--- config.mk ---
export PLATFORM = sky130hd
export DESIGN_NAME = tcf_ctrl
export DESIGN_NICKNAME = d
export VERILOG_FILES = /design/src/tcf_pkg.sv /design/src/tcf_ctrl.sv
export SDC_FILE = /design/constraint.sdc
export NUM_CORES = 1
export LEC_CHECK = 0
export CAP_MARGIN = 10
export CORE_ASPECT_RATIO = 1.2
export CORE_MARGIN = 3
export CORE_UTILIZATION = 32
export DETAILED_ROUTE_END_ITERATION = 6
export DONT_BUFFER_PORTS = 1
export GPL_TIMING_DRIVEN = 0
export PLACE_DENSITY = 0.48
export SYNTH_ARGS = -nofsm -noshare
export SYNTH_HDL_FRONTEND = slang
export SYNTH_SLANG_ARGS = --single-unit
--- constraint.sdc ---
create_clock -name clk -period 2.7 [get_ports clk]
set_input_delay 0.54 -clock clk [delete_from_list [all_inputs] [get_ports clk]]
set_output_delay 0.54 -clock clk [all_outputs]
set_load 0.02 [all_outputs]
--- src/tcf_pkg.sv ---
`default_nettype none
package tcf_pkg;

	localparam int CORDIC_STEPS = 16;
	localparam int ATAN_ENTRIES = 24;
	localparam int CORDIC_ITERS = (CORDIC_STEPS < ATAN_ENTRIES) ? CORDIC_STEPS : ATAN_ENTRIES;
	localparam int SQRT_STEPS   = 32;
	localparam int BLEND_SLOTS  = 5;
	localparam int CNT_W        = 5;

	localparam logic [2:0] REG_BIAS_X  = 3'd0;
	localparam logic [2:0] REG_BIAS_Y  = 3'd1;
	localparam logic [2:0] REG_BIAS_Z  = 3'd2;
	localparam logic [2:0] REG_ALPHA   = 3'd3;
	localparam logic [2:0] REG_GAIN_XY = 3'd4;
	localparam logic [2:0] REG_GAIN_Z  = 3'd5;

	localparam logic [15:0] ALPHA_RST   = 16'd58982;
	localparam logic [31:0] GAIN_XY_RST = 32'd1047553;
	localparam logic [31:0] GAIN_Z_RST  = 32'd21474836;

	typedef enum logic [2:0] {
		ST_IDLE, ST_SQUARE, ST_SQRT, ST_CINIT, ST_CORDIC, ST_BLEND, ST_COMMIT
	} state_t;

	typedef enum logic [2:0] {
		MUL_NONE, MUL_GX, MUL_GY, MUL_GZ, MUL_AX, MUL_TX, MUL_AY, MUL_TY
	} mul_op_t;

	typedef struct packed {
		logic             load;
		logic             square;
		logic             sqrt_step;
		logic             cordic_init;
		logic             cordic_step;
		logic [CNT_W-1:0] step;
		mul_op_t          mul_op;
		logic             commit;
	} cmd_t;

	function automatic logic [21:0] atan_lut(input logic [CNT_W-1:0] i);
		logic [21:0] r;
		case (i)
			5'd0:    r = 22'd2949120;
			5'd1:    r = 22'd1740967;
			5'd2:    r = 22'd919879;
			5'd3:    r = 22'd466945;
			5'd4:    r = 22'd234379;
			5'd5:    r = 22'd117304;
			5'd6:    r = 22'd58666;
			5'd7:    r = 22'd29335;
			5'd8:    r = 22'd14668;
			5'd9:    r = 22'd7334;
			5'd10:   r = 22'd3667;
			5'd11:   r = 22'd1833;
			5'd12:   r = 22'd917;
			5'd13:   r = 22'd458;
			5'd14:   r = 22'd229;
			5'd15:   r = 22'd115;
			5'd16:   r = 22'd57;
			5'd17:   r = 22'd29;
			5'd18:   r = 22'd14;
			5'd19:   r = 22'd7;
			5'd20:   r = 22'd4;
			5'd21:   r = 22'd2;
			5'd22:   r = 22'd1;
			default: r = 22'd0;
		endcase
		return r;
	endfunction

	function automatic logic signed [31:0] sat32(input logic signed [36:0] v);
		logic signed [31:0] r;
		if (v > 37'sh007FFFFFFF) r = 32'sh7FFFFFFF;
		else if (v < -37'sh0080000000) r = -32'sh80000000;
		else r = 32'(v);
		return r;
	endfunction

endpackage
`default_nettype wire

--- src/tcf_ctrl.sv ---
`default_nettype none
module tcf_ctrl (
	input  wire            clk,
	input  wire            arst_n,
	input  wire            in_valid,
	output logic           in_ready,
	output logic           out_valid,
	input  wire            out_ready,
	output tcf_pkg::cmd_t  cmd
);
	import tcf_pkg::*;

	state_t           state_q, state_d;
	logic [CNT_W-1:0] cnt_q;
	logic             out_valid_q;
	logic             out_free;

	assign out_free  = !out_valid_q || out_ready;
	assign out_valid = out_valid_q;

	always_comb begin
		state_d = state_q;
		unique case (state_q)
			ST_IDLE:   if (in_valid) state_d = ST_SQUARE;
			ST_SQUARE: state_d = ST_SQRT;
			ST_SQRT:   if (cnt_q == CNT_W'(SQRT_STEPS - 1)) state_d = ST_CINIT;
			ST_CINIT:  state_d = ST_CORDIC;
			ST_CORDIC: if (cnt_q == CNT_W'(CORDIC_ITERS - 1)) state_d = ST_BLEND;
			ST_BLEND:  if (cnt_q == CNT_W'(BLEND_SLOTS - 1)) state_d = ST_COMMIT;
			ST_COMMIT: if (out_free) state_d = ST_IDLE;
			default:   state_d = ST_IDLE;
		endcase
	end

	always_comb begin
		cmd      = '0;
		in_ready = 1'b0;
		unique case (state_q)
			ST_IDLE: begin
				in_ready = 1'b1;
				cmd.load = in_valid;
			end
			ST_SQUARE: cmd.square = 1'b1;
			ST_SQRT: begin
				cmd.sqrt_step = 1'b1;
				case (cnt_q)
					5'd0:    cmd.mul_op = MUL_GX;
					5'd1:    cmd.mul_op = MUL_GY;
					5'd2:    cmd.mul_op = MUL_GZ;
					default: cmd.mul_op = MUL_NONE;
				endcase
			end
			ST_CINIT: cmd.cordic_init = 1'b1;
			ST_CORDIC: begin
				cmd.cordic_step = 1'b1;
				cmd.step        = cnt_q;
			end
			ST_BLEND: begin
				case (cnt_q)
					5'd0:    cmd.mul_op = MUL_AX;
					5'd1:    cmd.mul_op = MUL_TX;
					5'd2:    cmd.mul_op = MUL_AY;
					5'd3:    cmd.mul_op = MUL_TY;
					default: cmd.mul_op = MUL_NONE;
				endcase
			end
			ST_COMMIT: cmd.commit = out_free;
			default: ;
		endcase
	end

	always_ff @(posedge clk or negedge arst_n) begin
		if (!arst_n) begin
			state_q     <= ST_IDLE;
			cnt_q       <= '0;
			out_valid_q <= 1'b0;
		end else begin
			state_q <= state_d;
			cnt_q   <= (state_d != state_q) ? '0 : cnt_q + 1'b1;
			if (cmd.commit) out_valid_q <= 1'b1;
			else if (out_ready) out_valid_q <= 1'b0;
		end
	end

endmodule
`default_nettype wire
Word-level counts from Yosys, hierarchy flattened
Cells that the tools add are included.
{ "word_totals": {"word_cells": 41, "in_bits": 4, "reg_bits": 9} }
{ "classes": {"n_eq_ne": 13, "add_sub_neg": 1, "n_mux": 19, "n_reduce_logical": 5} }
{ "op_table": {"columns": ["operator", "n"], "rows": [
  ["$pmux W3 S7", 1],
  ["$mux W3", 5],
  ["$pmux W3 S4", 1],
  ["$eq A5 B2 Y1 const B", 2],
  ["$eq A3 B3 Y1 const B", 3],
  ["$mux W1", 8],
  ["$eq A3 B2 Y1 const B", 2],
  ["$mux W6", 1],
  ["$pmux W2 S3", 1],
  ["$pmux W3 S2", 1],
  ["$add A5 B1 Y5 const B", 1],
  ["$eq A5 B1 Y1 const B", 1],
  ["$eq A5 B3 Y1 const B", 1],
  ["$eq A5 B4 Y1 const B", 1],
  ["$eq A5 B5 Y1 const B", 1],
  ["$logic_not A5 Y1", 1],
  ["$mux W5", 1],
  ["$eq A3 B1 Y1 const B", 1],
  ["$logic_not A3 Y1", 1],
  ["$ne A3 B3 Y1", 1],
  ["$reduce_bool A2 Y1", 1],
  ["$logic_not A1 Y1", 1],
  ["$logic_or A1 B1 Y1", 1]
]} }

Logic depth before layout (Yosys ltp)
Gate-level depths: netlist of the first run.
{ "depth": {"word_depth": 6, "mapped_depth": 6} }

Worst setup path before layout of the first run
No wires, ideal clock.
{ "synth_path": {"path_type": "register to output", "startpoint": "register state_q[2]", "endpoint": "output port cmd[2] (netlist bit)", "arrival_time_ns": 1.485, "path_stages_with_launch": 5, "n_path_buf": 1, "path_slack_ns": 0.675, "required_time_ns": 2.160, "cell_sequence": "dfrtp_1 -> buf_6 -> nor3b_2 -> o21ai_0 -> a21oi_1"} }
{ "synth_lines": {"columns": ["item", "line", "text"], "rows": [
  ["from (decl)", "tcf_ctrl.sv:13", "state_t state_q, state_d;"],
  ["from (signal assigned)", "tcf_ctrl.sv:78", "state_q <= state_d;"],
  ["to (decl)", "tcf_ctrl.sv:9", "output tcf_pkg::cmd_t cmd"]
]} }

==> out/metrics.yaml, run 1 <==
synth:
  synth_seq_area_share_pct: 32.4
  syn_area_um2: 694
  synth_area_per_cell_um2: 9.64
  yosysWarningCount: 0
  ys_types: 34
  syn_nets: 82
  async_flop_share_pct: 100
  netlist.area_leader.share_pct: 32.4
  ys_seq_elements: 9
  synth_area_leaders: "dfrtp_1 32%, ha_1 11%, a211oi_1 5.4%"
  synth_edf_count: 0
  syn_inst: 72
  ys.flop_type: "dfrtp_1"
  synth.largest_area_cell: "dfrtp_1"
route:
  drc: 0
  avgViaCountPerCell: 5.23
  first_iter_violations: 8
  drtAntennaViolNets: 0
  dr.pass1.iters: 4
  vias: 549
  wl_per_cell_um: 14.9
  wl_um: 1560
clock_network:
  ctsHtreeMaxLevel: 1
  cts_tree: "done"
  clock-sinks: 9
  numCtsBuffers: 3
  ctsRootBufferMaster: "clkbuf_4"
  cts_buffer_depth: 2
  clk_pin_slew_ps: 60
  post_cts_buffers: 0
  clk_latency_ps: 250
worst_hold_path:
  hold_depth: 2
  hold_class: "in -> reg"
  hp-start: "out_ready"
die:
  die_y_um: 57.0
  die_area_um2: 2770
  initial_core_util_pct: 35.9
  rows: 17
  io_pins: 20
  die_x_um: 48.5
  coreArea_um2: 1940
cells_and_area:
  antenna_cells: 0
  synthToLayoutAreaGrowth_pct: 10.3
  nNetsFinal: 88
  final.fill_count: 189
  drive_gt1_share_pct: 18.2
sta:
  finalSetupViolations: 0
  finalHoldViolCount: 0
  worst_hold_slack_ps: 529
  fin_setup_tns_ps: 0
  worst_slack_ps: 259
  worst_slew_pin_slew_ps: 915
  fmax_mhz: 410
  slew_headroom_pct: 38.4
  fin_skew_ps: 1.55
  slew_viol_final: 0
  rsz0062_at_grt: "no"
  finalCritPeriodShare_pct: 90.4
  layout_min_cycle_time_ps: 2440
place:
  gp_congestion: 0.707
  dp_slack_ps: 530
  dp_hpwl_um: 1220
  port_buffers: 0
global_route:
  grt_usage_pct: 11.6
  grt_max_degree: 11
  overflow: 0
  grt_pass1_wl_um: 2510
  antenna_found_initial: 0
  grt_pass1_vias: 513
worst_setup_path:
  required_ps: 2160
  startpoint: "state_q[2]"
  critical_path.max_fanout: 10
  reg2reg_to: "state_q[0]"
  endpoint_kind: "primary output"
  critical_path.endpoint: "cmd[2]"
  rrSetupSlack_ps: 960
  cp.arrival_ps: 1900
  cp_slowest_cell: "nor3b_2"
  ff2ff_path_depth: 6
  path_buf_inv: 1
  crit_family: "compound AO/OA/AOI/OAI gates"
  critical_path_class: "reg -> out"
  path_cells: "buf_6 > nor3b_2 > o21ai_0 > a21oi_1"
  critPathLaunchType: "flip-flop"
  crit_cells: 4
  cpPeakStageDelay_ps: 480
  timing.rr.start: "cnt_q[0]"
pwr:
  total_leakage_power_nw: 0.332
  peakVddDrop_uv: 411
  power_density_nw_per_um2: 1150
  p_total_mw: 0.881
outcome:
  status: "finished, final reports clean"
run:
  max_cap_violations: 0
==> logic make-up (layout without fill, tap and decap cells) <==
kind of cell               Yosys count  count (layout)  share of synthesized area [%]
muxes                                2               2                           2.88
AOI/OAI and AO/OA                   19              19                           18.9
DFF                                  9               9                           32.4
adders and majority gates            6               6                           10.8
buffers and inverters                9              14                           7.21
and+or+nand+nor                     24              24                           24.0
xor gates and xnor gates             3               3                           3.78
==> registers in the layout, summed over array words and instances (netlist names) <==
register and flops:
state_q 3, cnt_q 5, out_valid 1
==> timing repair <==
item                      in CTS  in global routing
hold endpoints to repair       9                  0
hold buffers                   1                  0
resized for setup              0                  0
==> worst min path at each step <==
stage | end | slack [ps]
2_1_floorplan | cnt_q[0] | 240
3_3_place_gp | cnt_q[0] | 240
3_5_place_dp | out_valid | 240
4_1_cts | state_q[1] | 530
5_1_grt | state_q[1] | 550
6_report | state_q[1] | 530
==> cells in the mapped netlist, drive strengths merged, types with 3 or more instances <==
cell type,n
inv,6
ha,6
nor3b,3
o21ai,7
a211oi,5
dfrtp,9
and2,3
buf,3
nor4,4
nor3,3
==> cell usage in the layout, fill, tap and decap left out, types with 2 or more instances in the layout <==
cell,instances
and3_1,2
a21oi_1,2
a211oi_1,5
nor3_1,2
buf_6,2
nand2_1,2
inv_2,2
nor3b_2,2
nor4_1,4
ha_1,6
mux2i_1,2
inv_1,4
clkbuf_4,3
xor2_1,2
and2_1,3
dfrtp_1,9
o21ai_0,5
==> final cells by class <==
type	count	area [um2]	area share (%)
Multi-Input combinational cell	54	419	54.7
Sequential cell	9	225	29.4
Tap cell	28	35.0	4.58
Buffer	3	27.5	3.59
Clock buffer	4	26.3	3.43
Inverter	6	22.5	2.94
Timing Repair Buffer	1	10.0	1.31
==> per-stage QoR <==
step                util (%)  cell area (um2)  std cells
floorplan                  -              694         72
global placement        37.7              729        100
detailed placement      37.7              729        100
CTS                     39.6              766        105
global route            39.6              766        105
finish                  39.6              766        105
==> metal layers <==
layer | global-route usage (%) | wire length (um) | vias to the layer above
met5 | 0 | 0 | -
met4 | 3.66 | 9 | 0
met3 | 3.13 | 98 | 2
met2 | 18.1 | 724 | 19
met1 | 15.6 | 731 | 255
li1 | - | - | 273
==> report_power, final <==
part           leakage [nW]  switching, mW  total (mW)  internal [mW]
logic                 0.199          0.341       0.520          0.179
registers             0.119         0.0729       0.258          0.185
clock network        0.0150         0.0462       0.103         0.0569
total                 0.332          0.460       0.881          0.421
No activity file was read; power rests on OpenSTA's default activity.
==> run 2: changes to the inputs <==
--- a/config.mk
+++ b/config.mk
@@ -6,7 +6,6 @@
 export NUM_CORES = 1
 export LEC_CHECK = 0
 export CAP_MARGIN = 10
-export CORE_ASPECT_RATIO = 1.2
 export CORE_MARGIN = 3
 export CORE_UTILIZATION = 32
 export DETAILED_ROUTE_END_ITERATION = 6
==> run 2 against run 1 <==
Against the previous run: die area barely moved; critical path type unchanged; critical endpoint unchanged; non-clock buffer count did not move; count of clock-buffer cells in the layout did not move; utilization fell by 1.4 points; highest routed layer unchanged.
==> out/metrics.yaml, run 2 (same netlist as run 1, synthesis figures left out) <==
sta:
  fin_setup_tns_ps: 0  # unchanged
  fmax_mhz: 412  # +0.56%
  finalCritPeriodShare_pct: 89.9  # -0.50 points
  slew_headroom_pct: 37.4  # -1.0 points
  layout_min_cycle_time_ps: 2430  # -13.5 ps
  worst_slew_pin_slew_ps: 930  # +14.8 ps
  rsz0062_at_grt: "no"
  fin_skew_ps: 0.352  # -1.19 ps
  finalHoldViolCount: 0  # unchanged
  finalSetupViolations: 0  # unchanged
  slew_viol_final: 0  # unchanged
  worst_hold_slack_ps: 537  # +8.23 ps
place:
  placed_cell_area_um2: 728  # -0.17%
  place_inst: 99  # -1.0%
  gp_congestion: 0.715  # +1.1%
  dp_hpwl_um: 1190  # -2.2%
  port_buffers: 0  # unchanged
global_route:
  grt_max_degree: 11  # unchanged
  antenna_found_initial: 0  # unchanged
  grt_pass1_wl_um: 2650  # +5.5%
  overflow: 0  # unchanged
  grt_usage_pct: 13.4  # +1.8 points
  grt_pass1_vias: 517  # +0.78%
die:
  die_area_um2: 2770  # about the same
  die_x_um: 52.6  # +8.4%
  initial_core_util_pct: 34.7  # -1.2 points
  die_y_um: 52.6  # -7.8%
  rows: 16  # -1
  io_pins: 20  # unchanged
  coreArea_um2: 2000  # +3.4%
worst_setup_path:
  cp.arrival_ps: 1890  # about the same
  critPathLaunchType: "flip-flop"
  critical_path_class: "reg -> out"
  required_ps: 2160  # about the same
  endpoint_kind: "primary output"
  critical_path.max_fanout: 10  # unchanged
route:
  drc: 0  # unchanged
  wl_per_cell_um: 14.8  # -0.39%
  drtAntennaViolNets: 0  # unchanged
  dr.pass1.iters: 4  # unchanged
  wl_um: 1540  # -1.3%
  first_iter_violations: 15  # +7
  avgViaCountPerCell: 5.33  # +1.9%
  vias: 554  # +0.91%
cells_and_area:
  multi_input_area_um2: 419  # unchanged
  layout_common_cells: "9 x dfrtp_1, 6 x ha_1, 5 x o21ai_0, 5 x a211oi_1"
  top_register: "cnt_q"
  nNetsFinal: 88  # unchanged
  largest_register_ffs: 5  # unchanged
  seq_area_um2: 225  # unchanged
  drive_gt1_share_pct: 18.2  # unchanged
  antenna_cells: 0  # unchanged
  synthToLayoutAreaGrowth_pct: 10.1
  final.fill_count: 220  # +16%
  layout.cells.non_filler: 104  # -0.95%
  design_area_um2: 764  # -0.16%
  final_common_cell: "dfrtp_1"
clock_network:
  ctsHtreeMaxLevel: 1  # unchanged
  cts-resized-gates: 0  # unchanged
  clk_pin_slew_ps: 60  # about the same
  cts_tree: "done"
  clk_latency_ps: 250  # about the same
  clock-sinks: 9  # unchanged
  cts_buffer_depth: 2  # unchanged
  ctsRootBufferMaster: "clkbuf_4"
  numCtsBuffers: 3  # unchanged
outcome:
  status: "finished, final reports clean"
run:
  max_cap_violations: 0  # unchanged
pwr:
  total_leakage_power_nw: 0.332  # unchanged
  p_total_mw: 0.881  # about the same
  peakVddDrop_uv: 607  # +48%
  power_density_nw_per_um2: 1150  # +0.18%
worst_hold_path:
  hold_class: "reg -> reg"
[run 2: worst max-delay path: stages (launching register included)]
cell and delay [ps]:
dfrtp_1 400, buf_6 150, nor3b_2 490, o21ai_0 170
a21oi_1 430
[run 2: repair_timing]
| action | 4_1_cts | 5_1_grt |
|---|---|---|
| endpoints found under the hold margin | 9 | 0 |
| setup buffers | 0 | 0 |
| hold buffers | 1 | 0 |
[run 2: path summary, 6_finish.rpt]
kind	start	slack, ps	depth (start not counted)	end
max	state_q[2]	270	4	cmd[2]
min	cnt_q[0]	540	1	cnt_q[0]
max reg2reg	cnt_q[0]	920	6	state_q[0]
min reg2reg	cnt_q[0]	540	1	cnt_q[0]
max in group asynchronous	arst_n	1750	1	out_valid
min in group asynchronous	arst_n	660	1	state_q[2]
[run 2: metal layers]
layer,global-route usage [%],up-vias,wire (um)
li1,-,276,-
met1,18.2,260,778
met2,20.2,16,699
met3,5.13,2,56
met4,2.55,0,10
met5,0,-,0
[run 2: area by class of cell]
class	instances	share of cell area (%)
inverters	6	2.95
clock buffers	4	3.44
multi-input cells	54	54.8
repair buffers	1	1.31
plain buffers	3	3.60
flip-flops and latches	9	29.5
well taps	27	4.42
[run 2: metrics by stage]
step | util (%) | worst slack, ps
6_report | 38.2 | 272
5_1_grt | 38.2 | 143
4_1_cts | 38.2 | 247
3_5_place_dp | 36.4 | 529
3_3_place_gp | 36.4 | 547
2_1_floorplan | - | 675
[run 2: report_power, final]
| part | internal (mW) | switching [mW] | leakage (nW) |
|---|---|---|---|
| clock network | 0.0568 | 0.0440 | 0.0150 |
| registers | 0.186 | 0.0698 | 0.119 |
| logic | 0.179 | 0.346 | 0.199 |
==> run 3: changes to the inputs <==
--- a/config.mk
+++ b/config.mk
@@ -5,13 +5,14 @@
 export SDC_FILE = /design/constraint.sdc
 export NUM_CORES = 1
 export LEC_CHECK = 0
+export ABC_CLOCK_PERIOD_IN_PS = 2700
 export CAP_MARGIN = 10
 export CORE_MARGIN = 3
-export CORE_UTILIZATION = 32
+export CORE_UTILIZATION = 50
 export DETAILED_ROUTE_END_ITERATION = 6
 export DONT_BUFFER_PORTS = 1
 export GPL_TIMING_DRIVEN = 0
-export PLACE_DENSITY = 0.48
+export PLACE_DENSITY = 0.67
 export SYNTH_ARGS = -nofsm -noshare
 export SYNTH_HDL_FRONTEND = slang
 export SYNTH_SLANG_ARGS = --single-unit
==> run 3 against run 2 <==
Against the previous run: critical path depth is the same; routed wire length fell by 0.13%; combinational power about the same; clock power about the same; critical path type unchanged; critical endpoint unchanged; highest routed layer unchanged.
==> out/metrics.yaml, run 3 (same netlist as run 1, synthesis figures left out) <==
route:
  wl_um: 1540  # -0.13%
  wl_per_cell_um: 16.9  # +14%
  dr.pass1.iters: 4  # unchanged
  drc: 0  # unchanged
  first_iter_violations: 11  # -4
  avgViaCountPerCell: 6.24  # +17%
  drtAntennaViolNets: 0  # unchanged
  vias: 568  # +2.5%
worst_setup_path:
  path_buf_inv: 1  # unchanged
  cp.arrival_ps: 1850  # -40 ps
  critPathLaunchType: "flip-flop"
  critical_path.max_fanout: 10  # unchanged
  timing.rr.start: "cnt_q[0]"
  path_cells: "buf_6 > nor3b_2 > o21ai_0 > a21oi_1"
  endpoint_kind: "primary output"
  startpoint: "state_q[2]"
  crit_family: "compound AO/OA/AOI/OAI gates"
  cp_slowest_cell: "nor3b_2"
  critical_path_class: "reg -> out"
  required_ps: 2160  # about the same
  cpPeakStageDelay_ps: 470  # -20 ps
cells_and_area:
  synthToLayoutAreaGrowth_pct: 7.75
  drive_gt1_share_pct: 18.2  # unchanged
  layout_common_cells: "9 x dfrtp_1, 6 x ha_1, 5 x o21ai_0, 5 x a211oi_1"
  largest_register_ffs: 5  # unchanged
  top_register: "cnt_q"
  nNetsFinal: 88  # unchanged
  antenna_cells: 0  # unchanged
  final_common_cell: "dfrtp_1"
global_route:
  grt_usage_pct: 18.9  # +5.5 points
  grt_pass1_wl_um: 2630  # -0.79%
  met1_usage_pct: 27.7  # +9.5 points
  grt_most_used_layer: "met1"
  antenna_found_initial: 0  # unchanged
  grt.met3_usage_pct: 5.93  # +0.80 points
  grt_max_degree: 11  # unchanged
  grt_pass1_vias: 559  # +8.1%
  overflow: 0  # unchanged
  gr-usage-met2_pct: 27.1  # +6.9 points
pwr:
  p_int_mw: 0.421  # about the same
  seq_power_share_pct: 29.1  # about the same
  netSwitchingFraction_pct: 52.4  # +0.22 points
  p_sw_mw: 0.464  # +0.82%
  power_density_nw_per_um2: 1180  # +2.6%
  total_leakage_power_nw: 0.332  # unchanged
  peakVddDrop_uv: 533  # -12%
  power_frac_comb_pct: 59.3  # -0.3 points
  clockPowerShare_pct: 11.6  # +0.2 points
sta:
  fin_setup_tns_ps: 0  # unchanged
  layout_min_cycle_time_ps: 2390  # -34.2 ps
  worst_hold_slack_ps: 535  # -2.11 ps
  slew_headroom_pct: 36.3  # -1.2 points
  rsz0062_at_grt: "no"
  fmax_mhz: 418  # +1.4%
  finalSetupViolations: 0  # unchanged
  slew_viol_final: 0  # unchanged
  finalCritPeriodShare_pct: 88.6  # -1.3 points
  fin_skew_ps: 0.398  # +0.0455 ps
  worst_slew_pin_slew_ps: 947  # +17.2 ps
  finalHoldViolCount: 0  # unchanged
die:
  die_x_um: 43.3  # -18%
  rows: 12  # -4
  initial_core_util_pct: 57.8  # +23 points
  coreArea_um2: 1200  # -40%
  die_area_um2: 1870  # -32%
  io_pins: 20  # unchanged
  die_y_um: 43.3  # -18%
place:
  dp_hpwl_um: 1170  # -2.3%
  gp_congestion: 0.784  # +9.6%
  port_buffers: 0  # unchanged
clock_network:
  clock-sinks: 9  # unchanged
  ctsHtreeMaxLevel: 1  # unchanged
  clk_latency_ps: 250  # about the same
  cts_tree: "done"
  cts-resized-gates: 0  # unchanged
  ctsRootBufferMaster: "clkbuf_4"
  cts_buffer_depth: 2  # unchanged
  clk_pin_slew_ps: 60  # about the same
  numCtsBuffers: 3  # unchanged
outcome:
  status: "finished, final reports clean"
run:
  max_cap_violations: 0  # unchanged
worst_hold_path:
  hold_class: "reg -> reg"
  hp-start: "cnt_q[0]"
==> run 3: path summary, 6_finish.rpt <==
kind / cells past startpoint / end / slack, ps
max: 4 / cmd[2] / 310
min: 1 / cnt_q[0] / 540
max reg2reg: 6 / cnt_q[3] / 950
min reg2reg: 1 / cnt_q[0] / 540
max in group asynchronous: 1 / cnt_q[4] / 1750
min in group asynchronous: 1 / state_q[2] / 660
==> run 3: stage by stage <==
| step | setup slack, ps | util (%) | instances | instance area, um2 | power (mW) |
|---|---|---|---|---|---|
| after floorplan | 675 | - | 72 | 694 | 0.680 |
| after global placement | 595 | 59.3 | 86 | 712 | 0.766 |
| after detailed placement | 580 | 59.3 | 86 | 712 | 0.776 |
| after CTS | 295 | 62.3 | 91 | 748 | 0.885 |
| after global routing | 206 | 62.3 | 91 | 748 | 0.957 |
| final | 307 | 62.3 | 91 | 748 | 0.885 |
==> run 3: final cells by class <==
| cell class | count | area (um2) |
|---|---|---|
| inverter | 6 | 22.5 |
| multi-input combinational | 54 | 419 |
| clock buffer | 4 | 26.3 |
| buffer | 3 | 27.5 |
| fill | 110 | 453 |
| sequential | 9 | 225 |
| tap | 14 | 17.5 |
| timing repair buffer | 1 | 10.0 |
==> run 3: power groups by stage <==
| stage | Sequential [mW] | Combinational [mW] | Clock [mW] |
|---|---|---|---|
| after global routing | 0.270 | 0.572 | 0.115 |
| after detailed placement | 0.259 | 0.517 | 0 |
| final | 0.257 | 0.525 | 0.103 |
| after CTS | 0.257 | 0.524 | 0.105 |
| after global placement | 0.257 | 0.509 | 0 |
| after floorplan | 0.242 | 0.438 | 0 |
==> run 3: routing by layer <==
metal / vias to the layer above / wire length, um
li1: 278 / -
met1: 269 / 728
met2: 19 / 678
met3: 2 / 123
met4: 0 / 10
met5: - / 0
==> run 3: what timing repair did <==
item,CTS,global route
endpoints found under the hold margin,9,0
setup buffers,0,0
hold buffers,1,0
